`src/rtl/cpf_pkg.sv`:
```
// ----------------------------------------------------------------------------
// cpf_pkg: shared types and constants of the CRC-32 packet framer
// Holds the channel payload types, the command word between the front and
// the back, header constants and the CRC-32/ISO-HDLC byte step.
// ----------------------------------------------------------------------------
package cpf_pkg;

    localparam int unsigned HEADER_BYTES    = 32;
    localparam int unsigned HDR_CRC_SPAN    = 28;
    localparam int unsigned TRAILER_BYTES   = 4;
    localparam int unsigned QUEUE_DEPTH_DEF = 2;

    localparam int unsigned IDX_W = $clog2(HEADER_BYTES);

    localparam logic [31:0] CRC_POLY    = 32'hedb8_8320;
    localparam logic [31:0] CRC_PRESET  = 32'hffff_ffff;
    localparam logic [7:0]  VERSION_RST = 8'd1;

    // Magic bytes 0x00 'C' '5' 'V' 'R' 'X' 0xa5 0x5a, little-endian packed.
    localparam logic [63:0] MAGIC_LE = 64'h5aa5_5852_5635_4300;

    typedef enum logic {
        OP_START   = 1'b0,
        OP_PAYLOAD = 1'b1
    } t_opcode;

    typedef struct packed {
        logic        opcode;
        logic [7:0]  packet_type;
        logic [31:0] payload_length;
        logic [62:0] timestamp;
        logic [7:0]  data_byte;
        logic        last_payload;
    } t_in;

    typedef struct packed {
        logic [7:0] out_byte;
        logic       last_of_run;
        logic       packet_end;
    } t_out;

    // One queued job for the back: either a whole header or one payload byte.
    typedef struct packed {
        logic        is_hdr;
        logic [7:0]  version;
        logic [7:0]  packet_type;
        logic [31:0] seq;
        logic [31:0] payload_length;
        logic [62:0] timestamp;
        logic [7:0]  data_byte;
        logic        last;
    } t_cmd;

    function automatic logic [31:0] crc_fold(input logic [31:0] crc, input logic [7:0] b);
        logic [31:0] r;
        r = crc ^ {24'd0, b};
        for (int k = 0; k < 8; k++) begin
            r = (r >> 1) ^ (CRC_POLY & {32{r[0]}});
        end
        return r;
    endfunction

endpackage

```
`src/rtl/cpf_front.sv`:
```
// ----------------------------------------------------------------------------
// cpf_front: input side of the packet framer
// Accepts input transfers, drops payload bytes outside a packet, assigns
// sequence numbers and turns each kept item into a command for the queue.
// ----------------------------------------------------------------------------
module cpf_front (
    input  logic          i_clk,
    input  logic          i_rst_n,
    input  logic          i_cfg_we,
    input  logic [7:0]    i_cfg_wdata,
    input  logic          i_in_valid,
    input  cpf_pkg::t_in  i_in_data,
    input  logic          i_q_full,
    output logic          o_push,
    output cpf_pkg::t_cmd o_cmd
);

    logic [7:0]  r_version;
    logic [31:0] r_seq;
    logic        r_in_packet;
    logic        accept;
    logic        is_start;

    assign is_start = (i_in_data.opcode == cpf_pkg::OP_START);
    assign accept   = i_in_valid && !i_q_full;
    assign o_push   = accept && (is_start || r_in_packet);

    always_comb begin
        o_cmd.is_hdr         = is_start;
        o_cmd.version        = r_version;
        o_cmd.packet_type    = i_in_data.packet_type;
        o_cmd.seq            = r_seq;
        o_cmd.payload_length = i_in_data.payload_length;
        o_cmd.timestamp      = i_in_data.timestamp;
        o_cmd.data_byte      = i_in_data.data_byte;
        o_cmd.last           = i_in_data.last_payload;
    end

    always_ff @(posedge i_clk) begin
        if (!i_rst_n) begin
            r_version   <= cpf_pkg::VERSION_RST;
            r_seq       <= '0;
            r_in_packet <= 1'b0;
        end else begin
            if (i_cfg_we) begin
                r_version <= i_cfg_wdata;
            end
            if (accept && is_start) begin
                r_seq       <= r_seq + 32'd1;
                r_in_packet <= 1'b1;
            end else if (accept && r_in_packet && i_in_data.last_payload) begin
                r_in_packet <= 1'b0;
            end
        end
    end

endmodule

```
`src/rtl/cpf_queue.sv`:
```
// ----------------------------------------------------------------------------
// cpf_queue: command queue between front and back
// A small first-in first-out buffer of commands with a combinational head.
// ----------------------------------------------------------------------------
module cpf_queue #(
    parameter int unsigned DEPTH = cpf_pkg::QUEUE_DEPTH_DEF
) (
    input  logic          i_clk,
    input  logic          i_rst_n,
    input  logic          i_push,
    input  cpf_pkg::t_cmd i_cmd,
    input  logic          i_pop,
    output logic          o_full,
    output logic          o_valid,
    output cpf_pkg::t_cmd o_head
);

    localparam int unsigned PTR_W = (DEPTH > 1) ? $clog2(DEPTH) : 1;
    localparam int unsigned CNT_W = $clog2(DEPTH + 1);
    localparam logic [PTR_W-1:0] PTR_LAST = PTR_W'(DEPTH - 1);
    localparam logic [CNT_W-1:0] CNT_FULL = CNT_W'(DEPTH);

    cpf_pkg::t_cmd    r_mem [DEPTH];
    logic [PTR_W-1:0] r_wr_ptr;
    logic [PTR_W-1:0] r_rd_ptr;
    logic [CNT_W-1:0] r_cnt;
    logic             do_pop;

    assign o_full  = (r_cnt == CNT_FULL);
    assign o_valid = (r_cnt != '0);
    assign o_head  = r_mem[r_rd_ptr];
    assign do_pop  = i_pop && o_valid;

    always_ff @(posedge i_clk) begin
        if (i_push) begin
            r_mem[r_wr_ptr] <= i_cmd;
        end
    end

    always_ff @(posedge i_clk) begin
        if (!i_rst_n) begin
            r_wr_ptr <= '0;
            r_rd_ptr <= '0;
            r_cnt    <= '0;
        end else begin
            if (i_push) begin
                r_wr_ptr <= (r_wr_ptr == PTR_LAST) ? '0 : r_wr_ptr + PTR_W'(1);
            end
            if (do_pop) begin
                r_rd_ptr <= (r_rd_ptr == PTR_LAST) ? '0 : r_rd_ptr + PTR_W'(1);
            end
            if (i_push && !do_pop) begin
                r_cnt <= r_cnt + CNT_W'(1);
            end else if (do_pop && !i_push) begin
                r_cnt <= r_cnt - CNT_W'(1);
            end
        end
    end

endmodule

```
`src/rtl/cpf_back.sv`:
```
// ----------------------------------------------------------------------------
// cpf_back: byte emitter of the packet framer
// Walks the head command one output byte per cycle while not stalled, folds
// the header and payload CRCs as bytes go out, and registers the output.
// ----------------------------------------------------------------------------
module cpf_back (
    input  logic          i_clk,
    input  logic          i_rst_n,
    input  logic          i_q_valid,
    input  cpf_pkg::t_cmd i_cmd,
    output logic          o_pop,
    input  logic          i_out_stall,
    output logic          o_out_valid,
    output cpf_pkg::t_out o_out_data
);

    localparam int unsigned IW = cpf_pkg::IDX_W;
    localparam logic [IW-1:0] HDR_LAST  = IW'(cpf_pkg::HEADER_BYTES - 1);
    localparam logic [IW-1:0] CRC_START = IW'(cpf_pkg::HDR_CRC_SPAN);
    localparam logic [IW-1:0] TRL_LAST  = IW'(cpf_pkg::TRAILER_BYTES);
    localparam logic [15:0]   HDR_SIZE  = 16'(cpf_pkg::HEADER_BYTES);

    logic [IW-1:0]  r_idx;
    logic [31:0]    r_hcrc;
    logic [31:0]    r_pcrc;
    logic           r_ovalid;
    cpf_pkg::t_out  r_out;

    logic           adv;
    logic [223:0]   hdr_vec;
    logic [31:0]    hcrc_inv;
    logic [31:0]    pcrc_inv;
    logic [31:0]    hcrc_base;
    logic [7:0]     hdr_byte;
    cpf_pkg::t_out  n_out;
    logic           done;

    assign adv = i_q_valid && (!r_ovalid || !i_out_stall);

    // Header bytes 0..27 laid out little-endian, byte k at bits [8k+7:8k].
    assign hdr_vec  = {1'b0, i_cmd.timestamp, i_cmd.payload_length, i_cmd.seq,
                       HDR_SIZE, i_cmd.packet_type, i_cmd.version, cpf_pkg::MAGIC_LE};
    assign hcrc_inv  = ~r_hcrc;
    assign pcrc_inv  = ~r_pcrc;
    assign hcrc_base = (r_idx == '0) ? cpf_pkg::CRC_PRESET : r_hcrc;

    always_comb begin
        hdr_byte = hdr_vec[{3'b000, r_idx} * 8 +: 8];
        if (r_idx >= CRC_START) begin
            hdr_byte = hcrc_inv[{r_idx[1:0], 3'b000} +: 8];
        end
    end

    always_comb begin
        n_out = '0;
        done  = 1'b0;
        if (i_cmd.is_hdr) begin
            n_out.out_byte    = hdr_byte;
            n_out.last_of_run = (r_idx == HDR_LAST);
            done              = (r_idx == HDR_LAST);
        end else if (r_idx == '0) begin
            n_out.out_byte    = i_cmd.data_byte;
            n_out.last_of_run = !i_cmd.last;
            done              = !i_cmd.last;
        end else begin
            // Trailer byte k sits at index k+1.
            n_out.out_byte    = pcrc_inv[{r_idx[1:0] - 2'd1, 3'b000} +: 8];
            n_out.last_of_run = (r_idx == TRL_LAST);
            n_out.packet_end  = (r_idx == TRL_LAST);
            done              = (r_idx == TRL_LAST);
        end
    end

    assign o_pop = adv && done;

    always_ff @(posedge i_clk) begin
        if (adv) begin
            r_out <= n_out;
        end
    end

    always_ff @(posedge i_clk) begin
        if (!i_rst_n) begin
            r_idx    <= '0;
            r_hcrc   <= cpf_pkg::CRC_PRESET;
            r_pcrc   <= cpf_pkg::CRC_PRESET;
            r_ovalid <= 1'b0;
        end else begin
            if (adv) begin
                r_ovalid <= 1'b1;
                r_idx    <= done ? '0 : r_idx + IW'(1);
                if (i_cmd.is_hdr) begin
                    if (r_idx < CRC_START) begin
                        r_hcrc <= cpf_pkg::crc_fold(hcrc_base, hdr_byte);
                    end
                    if (done) begin
                        r_pcrc <= cpf_pkg::CRC_PRESET;
                    end
                end else if (r_idx == '0) begin
                    r_pcrc <= cpf_pkg::crc_fold(r_pcrc, i_cmd.data_byte);
                end else if (done) begin
                    r_pcrc <= cpf_pkg::CRC_PRESET;
                end
            end else if (!i_out_stall) begin
                r_ovalid <= 1'b0;
            end
        end
    end

    assign o_out_valid = r_ovalid;
    assign o_out_data  = r_out;

endmodule

```
`src/rtl/crc32_packet_framer.sv`:
```
// ----------------------------------------------------------------------------
// crc32_packet_framer: CRC-32 framed packet byte stream builder
// Turns start and payload items into header, payload and trailer bytes.
// ----------------------------------------------------------------------------
// A start item produces a 32-byte header, one byte per unstalled cycle; a
// payload byte produces one output byte, and a final payload byte five (the
// byte and its 4-byte CRC trailer). The output side emits one byte per
// cycle while i_out_stall is low and sets the rate; the input side is taken
// one item per cycle as long as the command queue (QUEUE_DEPTH entries) has
// room, so a stream of payload bytes flows one per cycle while the output is
// not stalled; a header burst stalls input once the queue fills. Payload
// bytes that arrive outside a packet are accepted and dropped. The protocol
// version register is sampled into each start command when it is accepted.
module crc32_packet_framer #(
    parameter int unsigned QUEUE_DEPTH = cpf_pkg::QUEUE_DEPTH_DEF
) (
    input  logic          i_clk,
    input  logic          i_rst_n,
    input  logic          i_cfg_we,
    input  logic [7:0]    i_cfg_wdata,
    input  logic          i_in_valid,
    output logic          o_in_stall,
    input  cpf_pkg::t_in  i_in_data,
    output logic          o_out_valid,
    input  logic          i_out_stall,
    output cpf_pkg::t_out o_out_data
);

    logic          q_full;
    logic          q_valid;
    logic          push;
    logic          pop;
    cpf_pkg::t_cmd push_cmd;
    cpf_pkg::t_cmd head_cmd;

    assign o_in_stall = q_full;

    cpf_front u_front (
        .i_clk       (i_clk),
        .i_rst_n     (i_rst_n),
        .i_cfg_we    (i_cfg_we),
        .i_cfg_wdata (i_cfg_wdata),
        .i_in_valid  (i_in_valid),
        .i_in_data   (i_in_data),
        .i_q_full    (q_full),
        .o_push      (push),
        .o_cmd       (push_cmd)
    );

    cpf_queue #(
        .DEPTH (QUEUE_DEPTH)
    ) u_queue (
        .i_clk   (i_clk),
        .i_rst_n (i_rst_n),
        .i_push  (push),
        .i_cmd   (push_cmd),
        .i_pop   (pop),
        .o_full  (q_full),
        .o_valid (q_valid),
        .o_head  (head_cmd)
    );

    cpf_back u_back (
        .i_clk       (i_clk),
        .i_rst_n     (i_rst_n),
        .i_q_valid   (q_valid),
        .i_cmd       (head_cmd),
        .o_pop       (pop),
        .i_out_stall (i_out_stall),
        .o_out_valid (o_out_valid),
        .o_out_data  (o_out_data)
    );

endmodule

```
`config.mk`:
```
export PLATFORM = sky130hd
export DESIGN_NAME = crc32_packet_framer
export DESIGN_NICKNAME = d
export VERILOG_FILES = /design/src/rtl/cpf_pkg.sv /design/src/rtl/cpf_front.sv /design/src/rtl/cpf_queue.sv /design/src/rtl/cpf_back.sv /design/src/rtl/crc32_packet_framer.sv
export SDC_FILE = /design/constraint.sdc
export NUM_CORES = 1
export LEC_CHECK = 0
export ABC_AREA = 1
export BUFFER_PORTS_ARGS = -buffer_cell sky130_fd_sc_hd__buf_2
export CELL_PAD_IN_SITES_DETAIL_PLACEMENT = 1
export CELL_PAD_IN_SITES_GLOBAL_PLACEMENT = 1
export CORE_MARGIN = 3
export CORE_UTILIZATION = 50
export DETAILED_ROUTE_END_ITERATION = 16
export GPL_TIMING_DRIVEN = 1
export PLACE_DENSITY_LB_ADDON = 0.1
export SLEW_MARGIN = 20
export SYNTH_ARGS = -nofsm -noshare
export SYNTH_HDL_FRONTEND = slang
export SYNTH_SLANG_ARGS = --single-unit
```
`constraint.sdc`:
```
create_clock -name i_clk -period 15.5 [get_ports i_clk]
set_clock_uncertainty 0.1 [all_clocks]
set_input_delay 0 -clock i_clk [delete_from_list [all_inputs] [get_ports i_clk]]
set_output_delay 0 -clock i_clk [all_outputs]
set_load 0.005 [all_outputs]
```
# Word level (Yosys, flattened, before mapping)
# Memory sizes are Yosys's and may differ from the RTL's. A register that Yosys moved wholly into a read port is not among the register bits.
# Cells that the tools add are included.
[classes]
n_mul = 0
mux = 22
eq_ne = 4
shift = 3
div = 0
n_reduce_logical = 24
bitwise = 21
n_lt_le_gt_ge = 2
n_addsub = 7
[ops]
columns = ["operator", "n"]
rows = [
  ["$xor A31 B32 Y32", 16],
  ["$shiftx A224 B9 Y8", 1],
  ["$mux W32", 4],
  ["$not A32 Y32", 2],
  ["$shiftx A32 B6 Y8", 2],
  ["$xor A32 B8 Y32", 2],
  ["$add A32 B1 Y32 const B", 1],
  ["$mux W9", 2],
  ["$mux W1", 12],
  ["$logic_and A1 B1 Y1", 10],
  ["$mux W8", 1],
  ["$logic_not A1 Y1", 6],
  ["$reduce_bool A2 Y1", 3],
  ["$add A5 B1 Y5 const B", 1],
  ["$eq A5 B3 Y1 const B", 1],
  ["$eq A5 B5 Y1 const B", 1],
  ["$ge A5 B5 Y1 const B", 1],
  ["$logic_not A5 Y1", 1],
  ["$lt A5 B5 Y1 const B", 1],
  ["$mux W5", 1],
  ["$mux W2", 2],
  ["$sub A2 B1 Y2 const B", 2],
  ["$reduce_and A3 Y1", 1],
  ["$add A1 B1 Y1 const B", 2],
  ["6 further kinds", 7],
]
[word_totals]
register_bits = 125
ram_bits = 306
inputBits = 126
out_inout_bits = 12
n_memories = 1
latch_bits = 0
romBits = 0
[mem_list]
columns = ["name", "words", "width", "rd", "rd_ports_with_merged_regs", "write_ports", "line_no", "text"]
rows = [
  ["u_queue.r_mem", 2, 153, 1, 1, 1, "cpf_queue.sv:23", "cpf_pkg::t_cmd r_mem [DEPTH];"],
]

# Depth between registers and ports, before layout
[depth]
depth_word = 12
mapped_depth = 22

# Modules after synthesis
# From an unflattened synthesis, not the netlist that was laid out.
[hier_totals]
hier_cells = 2244
area_unflattened_um2 = 22250.1
[modules_own_cells]
columns = ["module", "area_each_um2", "n_inst", "cells_per_inst"]
rows = [
  ["cpf_queue", 11551.1, 1, 512],
  ["cpf_back", 7669.9, 1, 1282],
  ["cpf_front", 3029.2, 1, 450],
]

# Worst setup path before layout
# No wires, ideal clock.
[synth_path]
path_type = "flip-flop to flip-flop"
start = "register u_queue.r_cnt[1]"
end = "memory u_queue.r_mem[1][0] (netlist name), enable pin"
setup_slack_ns = 7.683
n_path_buf = 0
required_ns = 14.730
setup_ns = 0.670
arrival_time_ns = 7.047
period_less_slack_ns = 7.817
path_stages_with_launch = 6
cell_sequence = "dfxtp_1 -> inv_1 -> o21ai_0 -> inv_1 -> o21ai_0 -> nor2_1"
[synth_via]
elab_chain_cells = 6
[synth_rtl]
columns = ["element", "line_no", "text"]
rows = [
  ["start: declaration", "cpf_queue.sv:26", "logic [CNT_W-1:0] r_cnt;"],
  ["start signal: assignment", "cpf_queue.sv:53", "r_cnt <= r_cnt + CNT_W'(1);"],
  ["start signal: assignment", "cpf_queue.sv:55", "r_cnt <= r_cnt - CNT_W'(1);"],
  ["$eq A2 B2 Y1", "cpf_queue.sv:29", "assign o_full = (r_cnt == CNT_FULL);"],
  ["$logic_not A1 Y1", "cpf_front.sv:25", "assign accept = i_in_valid && !i_q_full;"],
  ["$logic_and A1 B1 Y1", "cpf_front.sv:25", ""],
  ["$logic_and A1 B1 Y1", "cpf_front.sv:26", "assign o_push = accept && (is_start || r_in_packet);"],
  ["$mux W1", "cpf_queue.sv:35", "if (i_push) begin"],
  ["$mux W1 (implied by the code)", "cpf_queue.sv:36", "r_mem[r_wr_ptr] <= i_cmd;"],
  ["end: declaration", "cpf_queue.sv:23", ""],
]
# No other way between the ends.

# Final worst setup path
[layout_path]
start = "register u_back.r_idx[1]"
end = "register u_back.r_hcrc[16]"
[layout_via]
elab_chain_cells = 11
word_cells_on_any_way = 17
cone_classes = "order compare: 2; shift: 2; mux: 2; bitwise: 9; reduce/logical: 2"
[layout_rtl]
columns = ["element", "line_no", "text"]
rows = [
  ["start: declaration", "cpf_back.sv:23", "logic [IW-1:0] r_idx;"],
  ["start signal: assignment", "cpf_back.sv:91", "r_idx <= done ? '0 : r_idx + IW'(1);"],
  ["$shiftx A224 B9 Y8 (tied with other cells)", "cpf_back.sv:48", "hdr_byte = hdr_vec[{3'b000, r_idx} * 8 +: 8];"],
  ["$mux W8 / $mux W32 (equally long branches)", "cpf_back.sv:49, cpf_back.sv:45", ""],
  ["$xor A32 B8 Y32", "cpf_pkg.sv:56", "r = crc ^ {24'd0, b};"],
  ["$xor A31 B32 Y32 (8 in a row)", "cpf_pkg.sv:58", "r = (r >> 1) ^ (CRC_POLY & {32{r[0]}});"],
  ["end signal: assignment", "cpf_back.sv:85", "r_hcrc <= cpf_pkg::CRC_PRESET;"],
  ["end signal: assignment", "cpf_back.sv:94", "r_hcrc <= cpf_pkg::crc_fold(hcrc_base, hdr_byte);"],
  ["end: declaration", "cpf_back.sv:24", "logic [31:0] r_hcrc;"],
]
# Parallel ways exist; a longest one is shown, timed or not.
# A chain may end at the register's enable or synchronous reset.

==> impl_metrics.csv <==
group,metric,value,unit
clock_network,clkTransAtPathRegs,0.07,ns
pwr,ir_drop,0.000108,V
detailed_routing,drt_pre_antenna_iters,5,
worst_setup_path,rr_worst_depth,18,
layout,drive_above_1_share,11.7,%
synth,synthFlopType,"edfxtp_1",
clock_network,cts_resized,0,
timing,rsz0062_at_grt,"no",
global_route,grt_use_total,32.6,%
synth,synth_top_area_cell,"edfxtp_1",
detailed_routing,via_count,17300,
clock_network,clock_latency,0.61,ns
floorplanning,core_area,39800,µm²
timing,worst_slew_pin_slew,1.15,ns
global_route,busiest_layer,"met2",
clock_network,cts_max_level,2,
timing,setup_viol,0,
placement,gp_congestion,0.875,
min_path,hold_class,"in2reg",
worst_setup_path,required,15.88,ns
timing,fmax,211,MHz
timing,slew-limit-headroom,23.4,%
floorplanning,die_w,207,µm
synth,postSynthAreaPerCell,9.32,µm²
placement,post-place-ws,10.93,ns
min_path,hold_start,"i_in_data[69]",
global_route,grt_antenna_before_repair,0,
synth,synth_area_leaders,"edfxtp_1, dfxtp_1, nand2_1",
timing,post-route-min-period,4.74,ns
timing,setup_ws,10.76,ns
placement,post-dp-hpwl,41700,µm
timing,finalHoldViolCount,0,
worst_setup_path,path_class,"reg2reg",
layout,syn2layout_area_growth,19.9,%
worst_setup_path,critPathLaunch,"u_back.r_idx[1]$_SDFFE_PN0P_",
synth,synthCells,2167,
detailed_routing,routed_wl,70600,µm
placement,port_buffers,137,
worst_setup_path,arrival,5.12,ns
worst_setup_path,cp_max_fo,44,
synth,synth.most_common_cell,"nand2_1",
clock_network,cts_buffer_depth,3,
synth,ys_seq_area_share,58.5,%
clock_network,cts_buffers,47,
detailed_routing,viasPerCell,5.81,
layout,nNetsFinal,2548,
synth,synth-edff-count,316,
worst_setup_path,rr_startpoint,"u_back.r_idx[1]$_SDFFE_PN0P_",
worst_setup_path,r2r-end,"u_back.r_hcrc[16]$_SDFFE_PN1P_",
min_path,holdPathEnd,"u_queue.r_mem[0][69]$_DFFE_PP_",
synth,netlist.area_leader.share,47.0,%
worst_setup_path,critPathCaptureType,"flip-flop",
worst_setup_path,ff2ff_setup_slack,10.76,ns
floorplanning,core.rowCount,73,
placement,dp_cells,2748,
synth,synth.cell_area,20200,µm²
layout,final_cells,2979,
min_path,hold_depth,2,
synth,ys_warn_count,0,
timing,fin_setup_tns,0,ns
global_route,grtUsageMet1,42.0,%
layout,final.fill_count,4461,
worst_setup_path,critPathLaunchType,"flip-flop",
clock_network,clock-sinks,432,
detailed_routing,ant_nets,0,
clock_network,cts_setup_buffers,0,
timing,finalMaxSlewViolations,0,
global_route,gr-usage-met3,4.80,%
clock_network,cts_tree,"yes",
detailed_routing,drcViolationCount,0,
layout,antenna_cells,0,
floorplanning,io_pins,138,
global_route,met2_usage,57.1,%
synth,synth_nets,2300,
synth,yosys-top-cells-count,"nand2_1, edfxtp_1, nand3_1",
synth,synthArstFlopShare,0,%
synth,ys_ff_latch,432,
detailed_routing,drt-initial-drc-count,1388,
run,maxCapViolCount,0,
detailed_routing,wl_per_cell,23.7,µm
clock_network,ctsRootBufferMaster,"clkbuf_16",
pwr,cellLeakagePower,9.53,nW
global_route,grt_max_degree,155,
pwr,p_per_area,171,nW/µm²
floorplanning,start_util,50.7,%
timing,period_share,30.6,%
global_route,grt_pass1_vias,18600,
synth,synth_cell_types,46,
outcome,outcome,"finished clean",
floorplanning,design.die.area,42900,µm²
global_route,grt_pass1_wl,110000,µm
floorplanning,die_y,207,µm
global_route,overflow,0,
cell usage in the layout, fill, tap and decap left out, types with 7 or more instances in the layout:
cell | netlist | routed
clkinv_1 | 3 | 11
inv_1 | 131 | 131
o22ai_1 | 9 | 9
ha_1 | 7 | 7
buf_4 | 14 | 20
clkbuf_1 | 40 | 10
o211ai_1 | 36 | 36
edfxtp_1 | 316 | 316
o21ai_1 | 10 | 11
buf_2 | 35 | 137
a31oi_1 | 12 | 12
nand3_1 | 263 | 263
o21ai_0 | 106 | 105
nand2_1 | 609 | 609
xnor2_1 | 11 | 11
o221ai_1 | 12 | 12
clkbuf_16 | 0 | 48
xor2_1 | 62 | 62
nor2_1 | 138 | 136
nor3_1 | 25 | 25
a21oi_1 | 123 | 123
dfxtp_1 | 116 | 113
inv_2 | 9 | 9
nand2_2 | 14 | 14
dlygate4sd3_1 | 0 | 142
power by group:
part           internal [mW]  leakage, nW  switching, mW
logic                  0.446         4.91           1.07
clock network          0.669        0.767          0.498
registers               1.37         3.86         0.0964
total                   2.49         9.53           1.66
routing by layer:
layer | vias up | routed length (µm)
li1 | 7879 | -
met1 | 8667 | 29100
met2 | 627 | 35300
met3 | 142 | 3900
met4 | 0 | 2270
met5 | - | 0
worst max path at each step:
stage	to	slack, ns	depth (start not counted)
6_report	u_back.r_hcrc[16]$_SDFFE_PN1P_	10.76	18
5_1_grt	u_back.r_hcrc[15]$_SDFFE_PN1P_	10.45	17
4_1_cts	u_back.r_hcrc[16]$_SDFFE_PN1P_	10.87	16
3_5_place_dp	u_back.r_hcrc[15]$_SDFFE_PN1P_	10.93	17
3_3_place_gp	u_back.r_hcrc[23]$_SDFFE_PN1P_	11.13	19
2_1_floorplan	u_queue.r_mem[1][0]$_DFFE_PP_	7.68	5
flip-flops by register name (all words and copies together) (netlist names), named ones only:
name	count
u_back.o_out_data	10
u_queue.r_wr_ptr	1
u_back.r_idx	5
u_back.r_hcrc	32
u_queue.r_rd_ptr	1
u_back.r_pcrc	32
u_queue.r_mem	306
u_front.r_version	8
u_queue.r_cnt	2
u_front.r_in_packet	1
u_back.o_out_valid	1
u_front.r_seq	32
cell families after synthesis:
family                     synth area share [%]
DFF                                        58.5
xor gates and xnor gates                   4.41
AOI/OAI and AO/OA                          8.93
buffers and inverters                      5.33
adders and majority gates                 0.433
and+or+nand+nor                            22.4
layout make-up:
class,count,area [µm²],area share [%]
repair buffers,301,2300,9.48
clock buffers,64,1320,5.45
clock inverters,24,262,1.08
inverters,143,539,2.23
flip-flops and latches,432,11800,48.8
multi-input cells,1490,7330,30.3
well taps,525,657,2.71
worst max-delay path, cell delays in order (launching register included):
cell and delay [ns]:
dfxtp_2 0.31, buf_4 0.54, inv_2 0.45, buf_4 0.34, ha_1 0.21, inv_1 0.06, nor2_1 0.06, nand2_1 0.10
buf_4 0.33, inv_1 0.51, nor2_1 0.36, nand3_1 0.13, nand2_1 0.23, nand2_1 0.12, nand2_1 0.22, xor2_2 0.26
nand2_1 0.09, nand2_1 0.07, o21ai_1 0.06
timing repair:
item | in CTS | in global routing
setup endpoints to repair | 0 | 0
endpoints found under the hold margin | 260 | 0
hold buffers | 142 | 0
metrics by stage:
stage               utilization [%]  instance area, µm²  hold slack [ns]  total power, mW
finish                         60.8               24200           0.0127             4.15
global route                   60.8               24200          0.00906             4.37
CTS                            60.8               24200         0.000976             4.12
detailed placement             53.3               21200           0.0923             2.93
global placement               53.3               21200           0.0879             2.87
floorplan                         -               20200         -0.00113             2.47
No activity file was read; power rests on OpenSTA's default activity.
